$ cat config.mk
export PLATFORM = sky130hd
export DESIGN_NAME = udp_ipv4_frame_classifier
export DESIGN_NICKNAME = d
export VERILOG_FILES = /design/src/design/ufc_pkg.sv /design/src/design/ufc_parser.sv /design/src/design/ufc_verdict.sv /design/src/design/udp_ipv4_frame_classifier.sv
export SDC_FILE = /design/constraint.sdc
export NUM_CORES = 1
export LEC_CHECK = 0
export BUFFER_PORTS_ARGS = -buffer_cell sky130_fd_sc_hd__buf_4
export CAP_MARGIN = 0
export CELL_PAD_IN_SITES_DETAIL_PLACEMENT = 0
export CELL_PAD_IN_SITES_GLOBAL_PLACEMENT = 1
export CORE_ASPECT_RATIO = 0.5
export CORE_MARGIN = 1.5
export CORE_UTILIZATION = 53
export CTS_CLUSTER_DIAMETER = 40
export CTS_CLUSTER_SIZE = 30
export DETAILED_ROUTE_END_ITERATION = 10
export PLACE_DENSITY_LB_ADDON = 0.15
export SLEW_MARGIN = 20
export SYNTH_ARGS = -nofsm -noshare
export SYNTH_HDL_FRONTEND = slang
export SYNTH_SLANG_ARGS = --single-unit
$ cat constraint.sdc
create_clock -name clk -period 12 [get_ports clk]
set_input_delay 0.6 -clock clk [delete_from_list [all_inputs] [get_ports clk]]
set_output_delay 0.6 -clock clk [all_outputs]
set_load 0.02 [all_outputs]
$ cat src/design/ufc_pkg.sv
// ----------------------------------------------------------------------------
// ufc_pkg: shared types and constants of the udp/ipv4 frame classifier
// header offsets, protocol codes, status codes and the ones'-complement adder
// ----------------------------------------------------------------------------
`default_nettype none

package ufc_pkg;

	// widest frame length the classifier can ever report (limit of 65535 plus one)
	localparam int unsigned LEN_W = 17;

	localparam logic [6:0]  ETH_HDR_BYTES  = 7'd14;
	localparam logic [6:0]  UDP_HDR_BYTES  = 7'd8;
	localparam logic [16:0] MIN_FRAME_LEN  = 17'd42;
	localparam logic [15:0] ETHERTYPE_IPV4 = 16'h0800;
	localparam logic [3:0]  IP_VERSION_4   = 4'd4;
	localparam logic [5:0]  IP_MIN_HDR     = 6'd20;
	localparam logic [7:0]  PROTO_UDP      = 8'd17;
	localparam logic [15:0] CKSUM_ONES     = 16'hffff;

	typedef enum logic [2:0] {
		ST_OK            = 3'd0,
		ST_TOO_SHORT     = 3'd1,
		ST_NOT_IPV4      = 3'd2,
		ST_FRAGMENTED    = 3'd3,
		ST_NOT_UDP       = 3'd4,
		ST_BAD_IP_CKSUM  = 3'd5,
		ST_BAD_UDP_CKSUM = 3'd6,
		ST_TOO_LONG      = 3'd7
	} status_t;

	// header fields and running sums of one complete frame
	typedef struct packed {
		logic             too_long;
		logic [LEN_W-1:0] frame_len;
		logic [15:0]      ether_type;
		logic [7:0]       version_hlen;
		logic [15:0]      fragment;
		logic [7:0]       protocol;
		logic [15:0]      ip_cksum;
		logic [15:0]      udp_len;
		logic [15:0]      udp_cksum;
		logic [15:0]      ip_sum;
		logic [15:0]      udp_sum;
	} snapshot_t;

	typedef struct packed {
		status_t     status;
		logic [6:0]  payload_offset;
		logic [13:0] payload_length;
	} result_t;

	// 16-bit ones'-complement add with end-around carry
	function automatic logic [15:0] oc_add(input logic [15:0] acc, input logic [15:0] w);
		logic [16:0] s;
		logic [16:0] f;
		s = {1'b0, acc} + {1'b0, w};
		f = {1'b0, s[15:0]} + {16'b0, s[16]};
		return f[15:0];
	endfunction

endpackage

`default_nettype wire

$ cat src/design/ufc_parser.sv
// ----------------------------------------------------------------------------
// ufc_parser: per-byte header capture and checksum accumulation
// holds the frame state and presents the frame snapshot including the current byte
// ----------------------------------------------------------------------------
`default_nettype none

module ufc_parser #(
	parameter int unsigned MAX_FRAME_BYTES = 16384
) (
	input  wire logic               clk,
	input  wire logic               arst_n,
	input  wire logic               take,
	input  wire logic [7:0]         frame_byte,
	input  wire logic               frame_last,
	output ufc_pkg::snapshot_t      snap
);

	localparam int unsigned POS_W = $clog2(MAX_FRAME_BYTES + 2);
	localparam logic [POS_W-1:0] POS_MAX   = POS_W'(MAX_FRAME_BYTES);
	localparam logic [POS_W-1:0] POS_SAT   = POS_W'(MAX_FRAME_BYTES + 1);
	localparam logic [POS_W-1:0] POS_IP    = POS_W'(14);
	localparam logic [POS_W-1:0] POS_ETH_H = POS_W'(12);
	localparam logic [POS_W-1:0] POS_ETH_L = POS_W'(13);

	logic [POS_W-1:0] pos_q;
	logic [15:0] ether_type_q, total_len_q, fragment_q, ip_cksum_q;
	logic [15:0] udp_len_q, udp_cksum_q, ip_sum_q, udp_sum_q;
	logic [7:0]  version_hlen_q, protocol_q;

	logic [POS_W-1:0] pos_n;
	logic [15:0] ether_type_n, total_len_n, fragment_n, ip_cksum_n;
	logic [15:0] udp_len_n, udp_cksum_n, ip_sum_n, udp_sum_n;
	logic [7:0]  version_hlen_n, protocol_n;

	logic             in_range, hi, in_ip, in_udp;
	logic [15:0]      part;
	logic [5:0]       ihl;
	logic [6:0]       udp_start;
	logic [POS_W-1:0] ip_off_full, udp_off;
	logic [5:0]       ip_off;

	function automatic logic [15:0] set_byte(input logic [15:0] w, input logic [7:0] b,
		input logic high);
		return high ? {b, w[7:0]} : {w[15:8], b};
	endfunction

	always_comb begin
		in_range    = pos_q < POS_MAX;
		hi          = ~pos_q[0];
		part        = hi ? {frame_byte, 8'h00} : {8'h00, frame_byte};
		pos_n       = (pos_q == POS_SAT) ? pos_q : pos_q + POS_W'(1);

		ether_type_n   = ether_type_q;
		version_hlen_n = version_hlen_q;
		total_len_n    = total_len_q;
		fragment_n     = fragment_q;
		protocol_n     = protocol_q;
		ip_cksum_n     = ip_cksum_q;
		udp_len_n      = udp_len_q;
		udp_cksum_n    = udp_cksum_q;
		ip_sum_n       = ip_sum_q;
		udp_sum_n      = udp_sum_q;

		if (in_range && (pos_q == POS_ETH_H || pos_q == POS_ETH_L)) begin
			ether_type_n = set_byte(ether_type_q, frame_byte, hi);
		end
		if (in_range && pos_q == POS_IP) begin
			version_hlen_n = frame_byte;
		end

		// header length uses the version byte even when it arrives now
		ihl         = {version_hlen_n[3:0], 2'b00};
		udp_start   = ufc_pkg::ETH_HDR_BYTES + 7'(ihl);
		in_ip       = in_range && pos_q >= POS_IP && pos_q < POS_W'(udp_start);
		in_udp      = in_range && pos_q >= POS_W'(udp_start);
		ip_off_full = pos_q - POS_IP;
		ip_off      = ip_off_full[5:0];
		udp_off     = pos_q - POS_W'(udp_start);

		if (in_ip) begin
			if (ip_off == 6'd2 || ip_off == 6'd3) total_len_n = set_byte(total_len_q, frame_byte, hi);
			if (ip_off == 6'd6 || ip_off == 6'd7) fragment_n = set_byte(fragment_q, frame_byte, hi);
			if (ip_off == 6'd9) protocol_n = frame_byte;
			if (ip_off == 6'd10 || ip_off == 6'd11) begin
				ip_cksum_n = set_byte(ip_cksum_q, frame_byte, hi);
			end else begin
				ip_sum_n = ufc_pkg::oc_add(ip_sum_q, part);
			end
			// source and destination address feed the pseudo-header
			if (ip_off >= 6'd12 && ip_off < 6'd20) udp_sum_n = ufc_pkg::oc_add(udp_sum_q, part);
		end

		if (in_udp) begin
			if (udp_off == POS_W'(4) || udp_off == POS_W'(5)) begin
				udp_len_n = set_byte(udp_len_q, frame_byte, hi);
			end
			if (udp_off == POS_W'(6) || udp_off == POS_W'(7)) begin
				udp_cksum_n = set_byte(udp_cksum_q, frame_byte, hi);
			end else if (udp_off < POS_W'(8) ||
				ufc_pkg::LEN_W'(udp_off) < ufc_pkg::LEN_W'(udp_len_q)) begin
				udp_sum_n = ufc_pkg::oc_add(udp_sum_q, part);
			end
		end
	end

	always_comb begin
		snap.too_long     = pos_n > POS_MAX;
		snap.frame_len    = ufc_pkg::LEN_W'(pos_n);
		snap.ether_type   = ether_type_n;
		snap.version_hlen = version_hlen_n;
		snap.fragment     = fragment_n;
		snap.protocol     = protocol_n;
		snap.ip_cksum     = ip_cksum_n;
		snap.udp_len      = udp_len_n;
		snap.udp_cksum    = udp_cksum_n;
		snap.ip_sum       = ip_sum_n;
		snap.udp_sum      = udp_sum_n;
	end

	// total length is kept for completeness but never judged
	always_ff @(posedge clk or negedge arst_n) begin
		if (!arst_n) begin
			pos_q          <= '0;
			ether_type_q   <= '0;
			version_hlen_q <= '0;
			total_len_q    <= '0;
			fragment_q     <= '0;
			protocol_q     <= '0;
			ip_cksum_q     <= '0;
			udp_len_q      <= '0;
			udp_cksum_q    <= '0;
			ip_sum_q       <= '0;
			udp_sum_q      <= '0;
		end else if (take) begin
			if (frame_last) begin
				pos_q          <= '0;
				ether_type_q   <= '0;
				version_hlen_q <= '0;
				total_len_q    <= '0;
				fragment_q     <= '0;
				protocol_q     <= '0;
				ip_cksum_q     <= '0;
				udp_len_q      <= '0;
				udp_cksum_q    <= '0;
				ip_sum_q       <= '0;
				udp_sum_q      <= '0;
			end else begin
				pos_q          <= pos_n;
				ether_type_q   <= ether_type_n;
				version_hlen_q <= version_hlen_n;
				total_len_q    <= total_len_n;
				fragment_q     <= fragment_n;
				protocol_q     <= protocol_n;
				ip_cksum_q     <= ip_cksum_n;
				udp_len_q      <= udp_len_n;
				udp_cksum_q    <= udp_cksum_n;
				ip_sum_q       <= ip_sum_n;
				udp_sum_q      <= udp_sum_n;
			end
		end
	end

endmodule

`default_nettype wire

$ cat src/design/ufc_verdict.sv
// ----------------------------------------------------------------------------
// ufc_verdict: ordered header checks and checksum compare for one frame
// turns a frame snapshot into status, payload offset and payload length
// ----------------------------------------------------------------------------
`default_nettype none

module ufc_verdict (
	input  wire ufc_pkg::snapshot_t snap,
	input  wire logic               verify,
	output ufc_pkg::result_t        res
);

	logic [5:0]                ihl;
	logic [6:0]                hdr_end;
	logic [ufc_pkg::LEN_W-1:0] udp_end;
	logic [15:0]               udp_acc, udp_calc, udp_raw;
	logic                      ip_bad, udp_bad;
	ufc_pkg::status_t          st;

	always_comb begin
		ihl      = {snap.version_hlen[3:0], 2'b00};
		hdr_end  = ufc_pkg::ETH_HDR_BYTES + 7'(ihl) + ufc_pkg::UDP_HDR_BYTES;
		udp_end  = ufc_pkg::LEN_W'(ufc_pkg::ETH_HDR_BYTES) + ufc_pkg::LEN_W'(ihl)
			+ ufc_pkg::LEN_W'(snap.udp_len);
		ip_bad   = snap.ip_cksum != ~snap.ip_sum;
		udp_acc  = ufc_pkg::oc_add(ufc_pkg::oc_add(snap.udp_sum, 16'(ufc_pkg::PROTO_UDP)),
			snap.udp_len);
		udp_raw  = ~udp_acc;
		udp_calc = (udp_raw == 16'h0000) ? ufc_pkg::CKSUM_ONES : udp_raw;
		// zero means no checksum sent; all-ones and zero are the same value
		udp_bad  = snap.udp_cksum != 16'h0000 && snap.udp_cksum != udp_calc &&
			!(snap.udp_cksum == ufc_pkg::CKSUM_ONES && udp_calc == 16'h0000);

		priority if (snap.too_long) st = ufc_pkg::ST_TOO_LONG;
		else if (snap.frame_len < ufc_pkg::MIN_FRAME_LEN) st = ufc_pkg::ST_TOO_SHORT;
		else if (snap.ether_type != ufc_pkg::ETHERTYPE_IPV4) st = ufc_pkg::ST_NOT_IPV4;
		else if (snap.version_hlen[7:4] != ufc_pkg::IP_VERSION_4 || ihl < ufc_pkg::IP_MIN_HDR)
			st = ufc_pkg::ST_NOT_IPV4;
		else if (snap.frame_len < ufc_pkg::LEN_W'(hdr_end)) st = ufc_pkg::ST_TOO_SHORT;
		else if (snap.fragment[13:0] != 14'd0) st = ufc_pkg::ST_FRAGMENTED;
		else if (snap.protocol != ufc_pkg::PROTO_UDP) st = ufc_pkg::ST_NOT_UDP;
		else if (snap.udp_len < 16'(ufc_pkg::UDP_HDR_BYTES)) st = ufc_pkg::ST_TOO_SHORT;
		else if (snap.frame_len < udp_end) st = ufc_pkg::ST_TOO_SHORT;
		else if (verify && ip_bad) st = ufc_pkg::ST_BAD_IP_CKSUM;
		else if (verify && udp_bad) st = ufc_pkg::ST_BAD_UDP_CKSUM;
		else st = ufc_pkg::ST_OK;

		res.status = st;
		if (st == ufc_pkg::ST_OK) begin
			res.payload_offset = hdr_end;
			res.payload_length = 14'(snap.udp_len - 16'(ufc_pkg::UDP_HDR_BYTES));
		end else begin
			res.payload_offset = '0;
			res.payload_length = '0;
		end
	end

endmodule

`default_nettype wire

$ cat src/design/udp_ipv4_frame_classifier.sv
// ----------------------------------------------------------------------------
// udp_ipv4_frame_classifier: ethernet/ipv4/udp header classifier
// byte-streaming frame parser giving one verdict per frame on its last byte
// ----------------------------------------------------------------------------
// The block takes one frame byte per cycle, back to back, starting at the
// destination MAC, and delivers one result item for the item flagged
// frame_last. Each byte passes an input register, the parser (header
// field capture plus two 16-bit ones'-complement running sums), a snapshot
// register for finished frames, and a result register holding status,
// payload offset and payload length. The sustained rate is one byte per
// cycle; only a frame's last byte can be held, while the snapshot stage
// waits on a stalled result side.
// Checks in order: over-long frame (more than MAX_FRAME_BYTES), runt,
// ethertype/version/header length, truncated headers, fragments, protocol,
// UDP length bounds, then the IPv4 and UDP checksums when verify_checksums
// is set. The register lies at byte address 0 of the APB-style port; change
// it only while no frame is in flight.
// ----------------------------------------------------------------------------
`default_nettype none

module udp_ipv4_frame_classifier #(
	parameter int unsigned MAX_FRAME_BYTES = 16384
) (
	input  wire logic        clk,
	input  wire logic        arst_n,
	// configuration port
	input  wire logic        psel,
	input  wire logic        penable,
	input  wire logic        pwrite,
	input  wire logic [2:0]  paddr,
	input  wire logic [31:0] pwdata,
	output logic      [31:0] prdata,
	output logic             pready,
	// frame byte channel
	input  wire logic        frame_valid,
	output logic             frame_stall,
	input  wire logic [7:0]  frame_byte,
	input  wire logic        frame_last,
	// verdict channel
	output logic             result_valid,
	input  wire logic        result_stall,
	output logic [2:0]       status,
	output logic [6:0]       payload_offset,
	output logic [13:0]      payload_length
);

	localparam logic REG_VERIFY = 1'b0;  // register index, taken from paddr[2]

	// configuration
	logic verify_q;
	logic cfg_write;

	assign pready    = 1'b1;
	assign cfg_write = psel && penable && pwrite && pready;
	assign prdata    = (paddr[2] == REG_VERIFY) ? {31'b0, verify_q} : 32'b0;

	always_ff @(posedge clk or negedge arst_n) begin
		if (!arst_n) begin
			verify_q <= 1'b0;
		end else if (cfg_write && paddr[2] == REG_VERIFY) begin
			verify_q <= pwdata[0];
		end
	end

	// pipeline control: input stage, snapshot stage, result register
	logic               valid_s1, last_s1;
	logic [7:0]         byte_s1;
	logic               valid_s2;
	ufc_pkg::snapshot_t snap_s2;
	ufc_pkg::result_t   res_q;
	logic               res_valid_q;

	logic res_free, s2_free, s2_move, s1_move, s1_free, frame_take;

	assign res_free    = !res_valid_q || !result_stall;
	assign s2_move     = valid_s2 && res_free;
	assign s2_free     = !valid_s2 || res_free;
	// bytes that end no frame only update the parser and never wait on the result side
	assign s1_move     = valid_s1 && (!last_s1 || s2_free);
	assign s1_free     = !valid_s1 || s1_move;
	assign frame_stall = !s1_free;
	assign frame_take  = frame_valid && !frame_stall;

	always_ff @(posedge clk or negedge arst_n) begin
		if (!arst_n) begin
			valid_s1 <= 1'b0;
		end else if (s1_free) begin
			valid_s1 <= frame_valid;
		end
	end

	always_ff @(posedge clk) begin
		if (frame_take) begin
			byte_s1 <= frame_byte;
			last_s1 <= frame_last;
		end
	end

	// parser: frame state plus snapshot including the byte in the input stage
	ufc_pkg::snapshot_t snap_now;

	ufc_parser #(
		.MAX_FRAME_BYTES(MAX_FRAME_BYTES)
	) u_parser (
		.clk        (clk),
		.arst_n     (arst_n),
		.take       (s1_move),
		.frame_byte (byte_s1),
		.frame_last (last_s1),
		.snap       (snap_now)
	);

	// snapshot of a finished frame waits here for the verdict logic
	always_ff @(posedge clk or negedge arst_n) begin
		if (!arst_n) begin
			valid_s2 <= 1'b0;
		end else if (s2_free) begin
			valid_s2 <= s1_move && last_s1;
		end
	end

	always_ff @(posedge clk) begin
		if (s1_move && last_s1) begin
			snap_s2 <= snap_now;
		end
	end

	// verdict and result register
	ufc_pkg::result_t res_now;

	ufc_verdict u_verdict (
		.snap   (snap_s2),
		.verify (verify_q),
		.res    (res_now)
	);

	always_ff @(posedge clk or negedge arst_n) begin
		if (!arst_n) begin
			res_valid_q <= 1'b0;
		end else if (res_free) begin
			res_valid_q <= valid_s2;
		end
	end

	always_ff @(posedge clk) begin
		if (s2_move) begin
			res_q <= res_now;
		end
	end

	assign result_valid   = res_valid_q;
	assign status         = res_q.status;
	assign payload_offset = res_q.payload_offset;
	assign payload_length = res_q.payload_length;

	// a frame's last byte leaving the input stage always lands in the snapshot stage
	assert property (@(posedge clk) disable iff (!arst_n)
		s1_move && last_s1 |=> valid_s2)
		else $error("last byte of frame lost before verdict");

	// a waiting snapshot is not dropped while the result side is full
	assert property (@(posedge clk) disable iff (!arst_n)
		valid_s2 && !res_free |=> valid_s2 && $stable(snap_s2))
		else $error("frame snapshot dropped or changed while waiting");

	// payload fields are zero unless the frame passed every check
	assert property (@(posedge clk) disable iff (!arst_n)
		result_valid && status != ufc_pkg::ST_OK |-> payload_offset == 7'd0 &&
		payload_length == 14'd0)
		else $error("payload fields set on a rejected frame");

	// an accepted frame has its payload past a full ipv4 and udp header
	assert property (@(posedge clk) disable iff (!arst_n)
		result_valid && status == ufc_pkg::ST_OK |-> payload_offset >= 7'd42 &&
		payload_offset <= 7'd82)
		else $error("payload offset out of range on accepted frame");

endmodule

`default_nettype wire
==> results.md, run 1 <==
* Crit path buf inv count at 0
* Post-DRT Antenna Nets at 0
* Outcome: finished clean
* Total wire length at approximately 50 mm
* Fmax at 112 MHz
* Worst rel slew slack at 0.297
* Largest net degree at the start of global routing at 81
* I/O pin count at 110
* XOR/XNOR Fraction of Synth Area at 0.0770
* Synthesis-to-finish area growth at 8.47%
* Root buf cell: clkbuf_16
* Total congestion overflow at 0
* Ant. Diodes at 0
* Period minus WS final at about 8.9 ns
* Vias per inst at a little over 6
* Delay-heaviest family, CP: simple AND/OR/NAND/NOR gates
* VDD IR max at a little over 0.0001 V
* Yosys cell types at 94
* Clock skew at 0.0155 ns
* CP max stage delay at 0.67 ns
* Most used cell, CP: ha_1
* Max Cap Viol at 0
* Cell Rows at 49
* Leak at 0.00929 µW
* Ys async rst share at 0.455
* H-Tree Depth at 1
* Fin nets at 2066
* Largest family of logic cells by synthesized area: compound AO/OA/AOI/OAI gates
* Wirelength per Cell at 21.0 µm
* Iter 0 DRT Violations at 1389
* CORE AREA at between 30000 and 40000 µm²
* CTS Buf Count at 30
* Height of the die at approximately 140 µm
* Post-route DRC at 0
* RD Place Congestion at about 0.92
* Yosys reg bits at between 300 and 400
* Total power at roughly 2700 µW
* Hold Vio Cnt, Final at 0
* Antenna violations before repair at 0
* CTS Sinks at between 300 and 400
* Worst-Skew Late Latency at between 0.5 and 0.6 ns
* CP startpoint kind: register
* Synth Area in Simple Gates at 0.141
* Final setup viols at 0
* Worst-margin pin slew at approximately 1.1 ns
* Setup Crit Path Kind: reg2reg
* Mean Syn Cell Area at about 10 µm²
* Adder-Cell Fraction of Synth Area at 0.0791
* Clock slew at the register clock pins of the worst setup and hold paths at 0.07 ns
* Unrepaired setup endpoints after global routing: false
* Crit share post-route at 0.743
* PD cells at about 120 nW/µm²
* Number of fill cells at about 3000
* Max Slew Vio Count at 0
* Die Area at around 39000 µm²
* Crit path DAT at 9.30 ns
* Synth warnings at 0
* Synthesized area at roughly 20000 µm²
* Vias in the first global route at 14138
* DP Wirelength at 35.9 mm
* Post-synth EDFFs at ~170
* Fin Setup TNS at 0 ns
* CTS tree: yes
* Resized Gates After CTS at 0
* CTS Buffer Depth at 3
* Endpoint class of the critical path: register
* Die width at about 280 µm
* First-pass GRT wire length at 79.5 mm
* Compound-Gate Fraction of Synth Area at 0.166
* Setup repair bufs after CTS at 0
* Critical Path Slowest Stage Cell: nor4_4
* Synth Flop Type: edfxtp_1
* Maximum net fanout on the critical path at 20
* Total Routing Usage GR at 0.261
* Post-Syn Instances at 1897
* Multiplexer area fraction after synthesis at 0.0408
* Layout cells sized above 1 at 0.112
* Hold buffer count at CTS at 0
* Worst EP required at ~12 ns
* HP Class: in2async
* Most frequent cells in the layout: edfxtp_1 (174), nand2_1 (156), dfrtp_1 (145), ha_1 (117), o21ai_0 (110)
* Buffers added on ports at between 40 and 50
* Via count at roughly 15000
* Commonest non-fill, non-tap cell in the layout: edfxtp_1
* Sequential fraction of the synthesis area at 0.448
* Number of iterations in the first detailed-routing pass at 7
* Starting density of the core at 0.544
==> area by class of cell <==
cell class	count	area (µm²)	area share
flip-flops and latches	319	8850	0.413
clock buffers	35	832	0.0388
clock inverters	21	265	0.0124
repair buffers	58	439	0.0205
inverters	84	315	0.0147
well taps	484	606	0.0282
multi-input cells	1400	10100	0.473
==> state kept, by name, summed over array words and instances (netlist names), 14 cells and up <==
register,cells
payload_length,14
u_parser.pos_q,15
u_parser.fragment_q,14
u_parser.udp_sum_q,16
u_parser.ether_type_q,16
snap_s2,142
u_parser.udp_cksum_q,16
u_parser.ip_cksum_q,16
u_parser.udp_len_q,16
u_parser.ip_sum_q,16
==> per-stage QoR <==
stage	instance area, µm²	hold WS, ns	utilization	cells	setup slack, ns
after floorplan	19900	0.304	-	1928	4.42
after global placement	20300	0.454	0.560	2345	3.34
after detailed placement	20300	0.462	0.560	2345	3.15
after CTS	21400	0.0987	0.590	2401	3.09
after global routing	21500	0.107	0.590	2401	2.34
final	21500	0.0713	0.590	2401	3.09
==> report_power, final <==
group          switching, µW  internal (µW)
registers               31.3           1190
clock network            460            580
logic                    262            148
total                    753           1920
==> synthesized netlist by cell type (6+ instances only) <==
cell,number,area share
a21o_1,57,0.022
buf_2,6,0.0015
a211oi_1,8,0.0030
o211ai_1,15,0.0057
o21a_1,7,0.0027
nor3b_1,6,0.0023
nor2b_1,35,0.011
ha_1,117,0.074
nor3_1,23,0.0058
nand2b_1,8,0.0025
edfxtp_1,174,0.26
o31ai_1,10,0.0038
and2_1,25,0.0079
nor4b_1,9,0.0040
nand3_1,33,0.0084
dfrtp_1,145,0.18
o22ai_1,6,0.0019
o21ai_0,110,0.028
buf_4,36,0.014
xnor2_1,105,0.047
nand4_1,21,0.0066
or2_2,6,0.0019
mux2_1,7,0.0040
xor2_1,56,0.025
nor2_1,113,0.021
nand2_1,157,0.030
mux2_2,62,0.035
or3_1,14,0.0044
or4_1,7,0.0027
and3_1,19,0.0060
a31oi_1,6,0.0019
o21bai_1,15,0.0057
clkbuf_1,78,0.015
nor4_1,28,0.0089
a211o_1,7,0.0031
a21oi_1,81,0.020
a22o_1,94,0.042
inv_1,83,0.016
==> layer usage <==
metal,share of wire,vias up,GRT usage,wire length [µm]
met1,0.49,7269,0.393,24400
met4,0.017,0,0.0523,834
met3,0.055,60,0.0359,2760
met2,0.44,445,0.402,22300
met5,0,-,0,0
li1,-,6873,-,-
==> kinds of logic after synthesis <==
logic type,after synthesis
compound gates,471
xor+xnor,166
fa+ha+maj,122
buf+inv,209
flops,319
mux,72
other cells,2
simple gates,536
==> final timing paths <==
path,from,to,slack (ns),cells past startpoint
worst max register to register,snap_s2[0],payload_length[8],3.09,32
min in group clk,frame_last,last_s1,0.20,1
worst min-delay path,arst_n,u_parser.ip_sum_q[9],0.07,1
worst min register to register,u_parser.udp_cksum_q[10],u_parser.udp_cksum_q[10],0.48,2
max in group asynchronous,arst_n,u_parser.udp_cksum_q[0],10.44,2
worst max-delay path,snap_s2[0],payload_length[8],3.09,32
==> worst register-to-register path, delay by kind of cell, from the launching register on <==
family                   cells  cell delay, ns
AO/OA/AOI/OAI               11            2.49
XOR/XNOR                     2            0.41
adder cells (fa/ha/maj)      4            1.04
flip-flops                   1            0.40
AND/OR/NAND/NOR             15            4.40
(Power assumes the default switching activity.)
==> run 2, diff against run 1 <==
CORE_UTILIZATION = 45   (was 53)
clock period = 8.2 ns   (was 12 ns; I/O delays follow)
==> results.md, run 2 (synthesis results as in run 1) <==
* Crit share post-route at 0.938 (+0.195)
* Endpoint class of the critical path: register
* Critical Path Slowest Stage Cell: or4_4
* First-pass GRT wire length at 78.4 mm (-1.4%)
* Final setup viols at 0 (unchanged)
* Synthesis-to-finish area growth at 10.7%
* Wirelength per Cell at 20.2 µm (-3.7%)
* HP Class: in2reg
* Max Slew Vio Count at 0 (unchanged)
* CTS Buf Count at 37 (+23%)
* Starting density of the core at 0.455 (-0.0887)
* Fin Setup TNS at 0 ns (unchanged)
* Multi-input logic area at 10200 µm² (+0.31%)
* Outcome: finished clean
* Total Routing Usage GR at 0.225 (-0.0354)
* Root buf cell: clkbuf_16
* Die Area at 45300 µm² (+17%)
* H-Tree Depth at 2 (+1)
* Leak at 0.00944 µW (+1.6%)
* RD Place Congestion at 0.835 (-9.7%)
* CTS Sinks at 319 (unchanged)
* Layout cells sized above 1 at 0.127 (+0.0152)
* CTS Buffer Depth at 3 (unchanged)
* Antenna violations before repair at 0 (unchanged)
* Die width at 299 µm (+8.4%)
* Final instance area at 21900 µm² (+2.0%)
* Largest net degree at the start of global routing at 82 (+1.2%)
* Iter 0 DRT Violations at 1025 (-26%)
* Period minus WS final at 7.69 ns (-1.22 ns)
* Unrepaired setup endpoints after global routing: false
* Delay-heaviest family, CP: simple AND/OR/NAND/NOR gates
* CTS tree: yes
* Sequential cell area at 8850 µm² (unchanged)
* Worst EP required at 8.58 ns (-3.81 ns)
* Most frequent cells in the layout: edfxtp_1 (174), nand2_1 (156), dfrtp_1 (145), ha_1 (115), nor2_1 (110)
* Reg2reg end: payload_length[9]
* Commonest non-fill, non-tap cell in the layout: edfxtp_1
* Clock slew at the register clock pins of the worst setup and hold paths at 0.07 ns (about the same)
* Clock skew at 0.0282 ns (+0.0127 ns)
* CORE AREA at 43400 µm² (+19%)
* PD cells at 184 nW/µm² (+48%)
* VDD IR max at 0.000120 V (+16%)
* Hold_sp: frame_byte[6]
* Crit path buf inv count at 4 (+4)
* Most used cell, CP: ha_1
* CP startpoint kind: register
* Cell Rows at 54 (+10%)
* Setup Crit Path Kind: reg2reg
* Finished Layout Cells at 2536 (+5.6%)
* Most flop-heavy register: snap_s2
* Maximum net fanout on the critical path at 20 (unchanged)
* Placed inst area at 20600 µm² (+1.1%)
* Post-route DRC at 0 (unchanged)
* Total congestion overflow at 0 (unchanged)
* Fin nets at 2092 (+1.3%)
* Hold Path End: byte_s1[6]
* Buffers added on ports at 43 (unchanged)
* Worst rel slew slack at 0.301 (+0.00459)
* Max FFs per register at 142 (unchanged)
* Post-DRT Antenna Nets at 0 (unchanged)
* Number of iterations in the first detailed-routing pass at 9 (+2)
* Height of the die at 151 µm (+8.3%)
* FF-to-FF Start: snap_s2[0]
* Reg2reg path depth at 34 (+6.3%)
* Crit path DAT at 8.07 ns (-1.23 ns)
* Hold Vio Cnt, Final at 0 (unchanged)
* Worst Hold Depth at 1
* Worst-Skew Late Latency at 0.55 ns (-0.02 ns)
* I/O pin count at 110 (unchanged)
* Worst-margin pin slew at 1.05 ns (-0.00554 ns)
* Reg-to-reg setup timing slack at 0.51 ns (-2.58 ns)
* Max Cap Viol at 0 (unchanged)
* Vias per inst at 5.62 (-7.9%)
* Dpl cells at 2463 (+5.0%)
* DP Wirelength at 35.7 mm (-0.44%)
* Via count at 14250 (-2.7%)
* Number of fill cells at 3943 (+30%)
* Total wire length at 51.2 mm (+1.7%)
* Vias in the first global route at 13160 (-6.9%)
* Fmax at 130 MHz (+16%)
* CP max stage delay at 0.53 ns (-0.14 ns)
==> run 2: cell types whose count changed in the layout (fill, tap and decap cells not counted), sizes merged <==
cell	previous run	this run
dlygate4sd3	0	1
clkinv	11	14
clkinvlp	1	6
diode	0	1
inv	90	89
clkbuf	35	42
buf	58	76
bufinv	3	0
==> run 2: through the flow <==
| stage | utilization | hold slack (ns) | total power (µW) | worst slack [ns] |
|---|---|---|---|---|
| after floorplan | - | 0.114 | 2260 | 0.694 |
| after global placement | 0.474 | 0.455 | 2420 | 0.232 |
| after detailed placement | 0.474 | 0.462 | 2420 | 0.193 |
| after CTS | 0.502 | 0.0154 | 4060 | 0.122 |
| after global routing | 0.504 | 0.0142 | 4200 | 0.0281 |
| final | 0.504 | 0.0387 | 4030 | 0.507 |
==> run 2: worst max path at each step <==
stage	start	end	cells after the start
after global placement	snap_s2[0]	payload_length[10]	33
final	snap_s2[0]	payload_length[9]	34
after floorplan	result_valid	snap_s2[0]	4
after global routing	snap_s2[0]	payload_length[9]	33
after detailed placement	snap_s2[0]	payload_length[12]	33
after CTS	snap_s2[0]	payload_length[9]	33
==> run 2: power by group <==
| part | internal [µW] | switching, µW |
|---|---|---|
| combinational | 218 | 380 |
| sequential | 1750 | 47.4 |
| clock | 892 | 747 |
| total | 2860 | 1170 |
==> run 2: layer usage <==
metal / global-route usage / vias to the layer above / wire length [µm]
met5: 0 / - / 0
met2: 0.342 / 291 / 22000
met1: 0.346 / 6966 / 26500
li1: - / 6939 / -
met4: 0.0402 / 0 / 684
met3: 0.0274 / 54 / 1950
==> run 2: area by class of cell <==
class,instances,share of cell area
Antenna cell,1,0.000114
Inverter,84,0.0144
Sequential cell,319,0.405
Timing Repair Buffer,77,0.0270
Clock buffer,42,0.0446
Clock inverter,25,0.0110
Tap cell,588,0.0336
Multi-Input combinational cell,1400,0.465
==> run 2: what timing repair did <==
item	4_1_cts	5_1_grt
setup buffers	0	3
hold buffers	1	0
resized for setup	0	16
endpoints found under the hold margin	80	0
setup endpoints to repair	0	40
==> run 3, diff against run 2 <==
==> constraint.sdc (replaced) <==
create_clock -name clk -period 8.2 [get_ports clk]
set_input_delay 2.05 -clock clk [delete_from_list [all_inputs] [get_ports clk]]
set_output_delay 2.05 -clock clk [all_outputs]
set_load 0.02 [all_outputs]
==> results.md, run 3 (synthesis results as in run 1) <==
* Cell Rows at 54 (unchanged)
* CP max stage delay at 0.52 ns (about the same)
* Fin nets at 2094 (+0.096%)
* First-pass GRT wire length at 78.3 mm (-0.11%)
* Worst EP required at 8.58 ns (about the same)
* Root buf cell: clkbuf_16
* Sequential cell area at 8850 µm² (unchanged)
* Outcome: finished clean
* I/O pin count at 110 (unchanged)
* Most frequent cells in the layout: edfxtp_1 (174), nand2_1 (155), dfrtp_1 (145), ha_1 (115), nor2_1 (110)
* Crit share post-route at 0.953 (+0.0148)
* Endpoint class of the critical path: register
* Total congestion overflow at 0 (unchanged)
* Fmax at 128 MHz (-1.6%)
* Finished Layout Cells at 2537 (+0.039%)
* Number of iterations in the first detailed-routing pass at 6 (-3)
* CP startpoint kind: register
* Iter 0 DRT Violations at 1067 (+4.1%)
* Critical Path Slowest Stage Cell: or4_4
* Fin Setup TNS at 0 ns (unchanged)
* Dpl cells at 2468 (+0.20%)
* Leak at 0.00951 µW (+0.72%)
* Routed wl met3 at 2.61 mm (+34%)
* Top Layer Used: met4
* Synthesis-to-finish area growth at 11.1%
* Clock skew at 0.0297 ns (+0.00152 ns)
* Vias per inst at 5.64 (+0.30%)
* Crit path buf inv count at 1 (-3)
* RD Place Congestion at 0.859 (+2.9%)
* Period minus WS final at 7.81 ns (+0.121 ns)
* CTS Sinks at 319 (unchanged)
* Final setup viols at 0 (unchanged)
* Crit path depth at 31 (-8.8%)
* Clock slew at the register clock pins of the worst setup and hold paths at 0.06 ns (about the same)
* Crit path DAT at 8.20 ns (+0.13 ns)
* Height of the die at 151 µm (unchanged)
* Most flop-heavy register: snap_s2
* CTS tree: yes
* Commonest non-fill, non-tap cell in the layout: edfxtp_1
* Maximum net fanout on the critical path at 6 (-70%)
* Die width at 299 µm (unchanged)
* Most used cell, CP: ha_1
* Reg2reg path depth at 31 (-8.8%)
* CTS Buffer Depth at 3 (unchanged)
* Setup Crit Path Kind: reg2reg
* H-Tree Depth at 2 (unchanged)
* Worst-margin pin slew at 1.02 ns (-0.0261 ns)
* Starting density of the core at 0.455 (unchanged)
* VDD IR max at 0.000115 V (-4.3%)
* Via count at 14299 (+0.34%)
* Delay-heaviest family, CP: simple AND/OR/NAND/NOR gates
* Multi-input logic area at 10200 µm² (about the same)
* Met1 Routed Length at 26.2 mm (-1.3%)
* DP Wirelength at 35.4 mm (-0.82%)
* Metal2 WL at 21.3 mm (-3.4%)
* Largest net degree at the start of global routing at 81 (-1.2%)
* Number of fill cells at 3975 (+0.81%)
* Die Area at 45300 µm² (unchanged)
* PD cells at 188 nW/µm² (+2.3%)
* Wirelength per Cell at 20.0 µm (-0.79%)
* Total Routing Usage GR at 0.224 (-0.00110)
* Post-route DRC at 0 (unchanged)
* Post-DRT Antenna Nets at 0 (unchanged)
* HP Class: reg2reg
* Worst Hold Depth at 2 (+1)
* Vias in the first global route at 13186 (+0.20%)
* Pre-CTS setup slack at 0.112 ns (-0.0810 ns)
* Total power at 4140 µW (+2.8%)
* Antenna violations before repair at 0 (unchanged)
* Hold Vio Cnt, Final at 0 (unchanged)
* Worst rel slew slack at 0.321 (+0.0191)
* Worst-Skew Late Latency at 0.54 ns (about the same)
* CTS Buf Count at 36 (-2.7%)
* Max Cap Viol at 0 (unchanged)
* Total wire length at 50.8 mm (-0.75%)
* CORE AREA at 43400 µm² (unchanged)
* Buffers added on ports at 43 (unchanged)
* Max FFs per register at 142 (unchanged)
* Setup ws final at 0.386 ns (-0.121 ns)
* Max Slew Vio Count at 0 (unchanged)
* Ant. Diodes at 0 (-1)
* Layout cells sized above 1 at 0.129 (+0.00244)
==> run 3: cell count changes in the layout (fill, tap and decap cells not counted), moves of 3 or more <==
cell,previous run,this run
clkinv_4,0,3
bufinv_16,0,4
clkinv_8,6,3
buf_4,73,77
clkinvlp_4,6,0
inv_6,2,7
==> run 3: metal layers <==
metal / global-route usage / up-vias
li1: - / 6940
met1: 0.342 / 6995
met2: 0.331 / 310
met3: 0.0389 / 54
met4: 0.0447 / 0
met5: 0 / -
==> run 3: cell type report <==
type | instances | area share
Multi-Input combinational cell | 1400 | 0.463
Sequential cell | 319 | 0.403
Clock buffer | 42 | 0.0449
Tap cell | 588 | 0.0335
Timing Repair Buffer | 80 | 0.0278
Inverter | 84 | 0.0143
Clock inverter | 24 | 0.0141
==> run 3: report_power, final <==
| part | total, µW | internal (µW) | switching [µW] |
|---|---|---|---|
| clock network | 1750 | 1020 | 731 |
| registers | 1790 | 1750 | 42.0 |
| logic | 603 | 219 | 385 |
==> run 3: metrics by stage <==
step / area [µm²] / utilization / hold slack [ns]
floorplan: 19900 / - / 0.442
global placement: 20600 / 0.475 / 0.454
detailed placement: 20600 / 0.475 / 0.462
CTS: 21900 / 0.504 / 0.477
global route: 22000 / 0.506 / 0.484
finish: 22000 / 0.506 / 0.473
==> run 3: worst paths after layout <==
check / start / end / slack [ns]
max: snap_s2[0] / status[1] / 0.39
max in group asynchronous: arst_n / u_parser.udp_len_q[9] / 5.09
min reg2reg: u_parser.udp_cksum_q[0] / u_parser.udp_cksum_q[0] / 0.47
max reg2reg: snap_s2[0] / status[1] / 0.39
min in group asynchronous: arst_n / u_parser.udp_cksum_q[4] / 1.55
min: u_parser.udp_cksum_q[0] / u_parser.udp_cksum_q[0] / 0.47
==> run 3: worst register-to-register path, delay by kind of cell (launching register included) <==
kind / cells / cell delay, ns
AO/OA/AOI/OAI: 9 / 1.52
XOR/XNOR: 2 / 0.43
adder cells (fa/ha/maj): 4 / 0.87
buffers and inverters: 1 / 0.07
flip-flops: 1 / 0.39
AND/OR/NAND/NOR: 15 / 4.37
==> run 3: timing repair <==
item / CTS / global route
gates resized for setup: 0 / 13
endpoints found under the setup margin: 0 / 22
buffers inserted: 0 / 2
hold buffers: 0 / 0
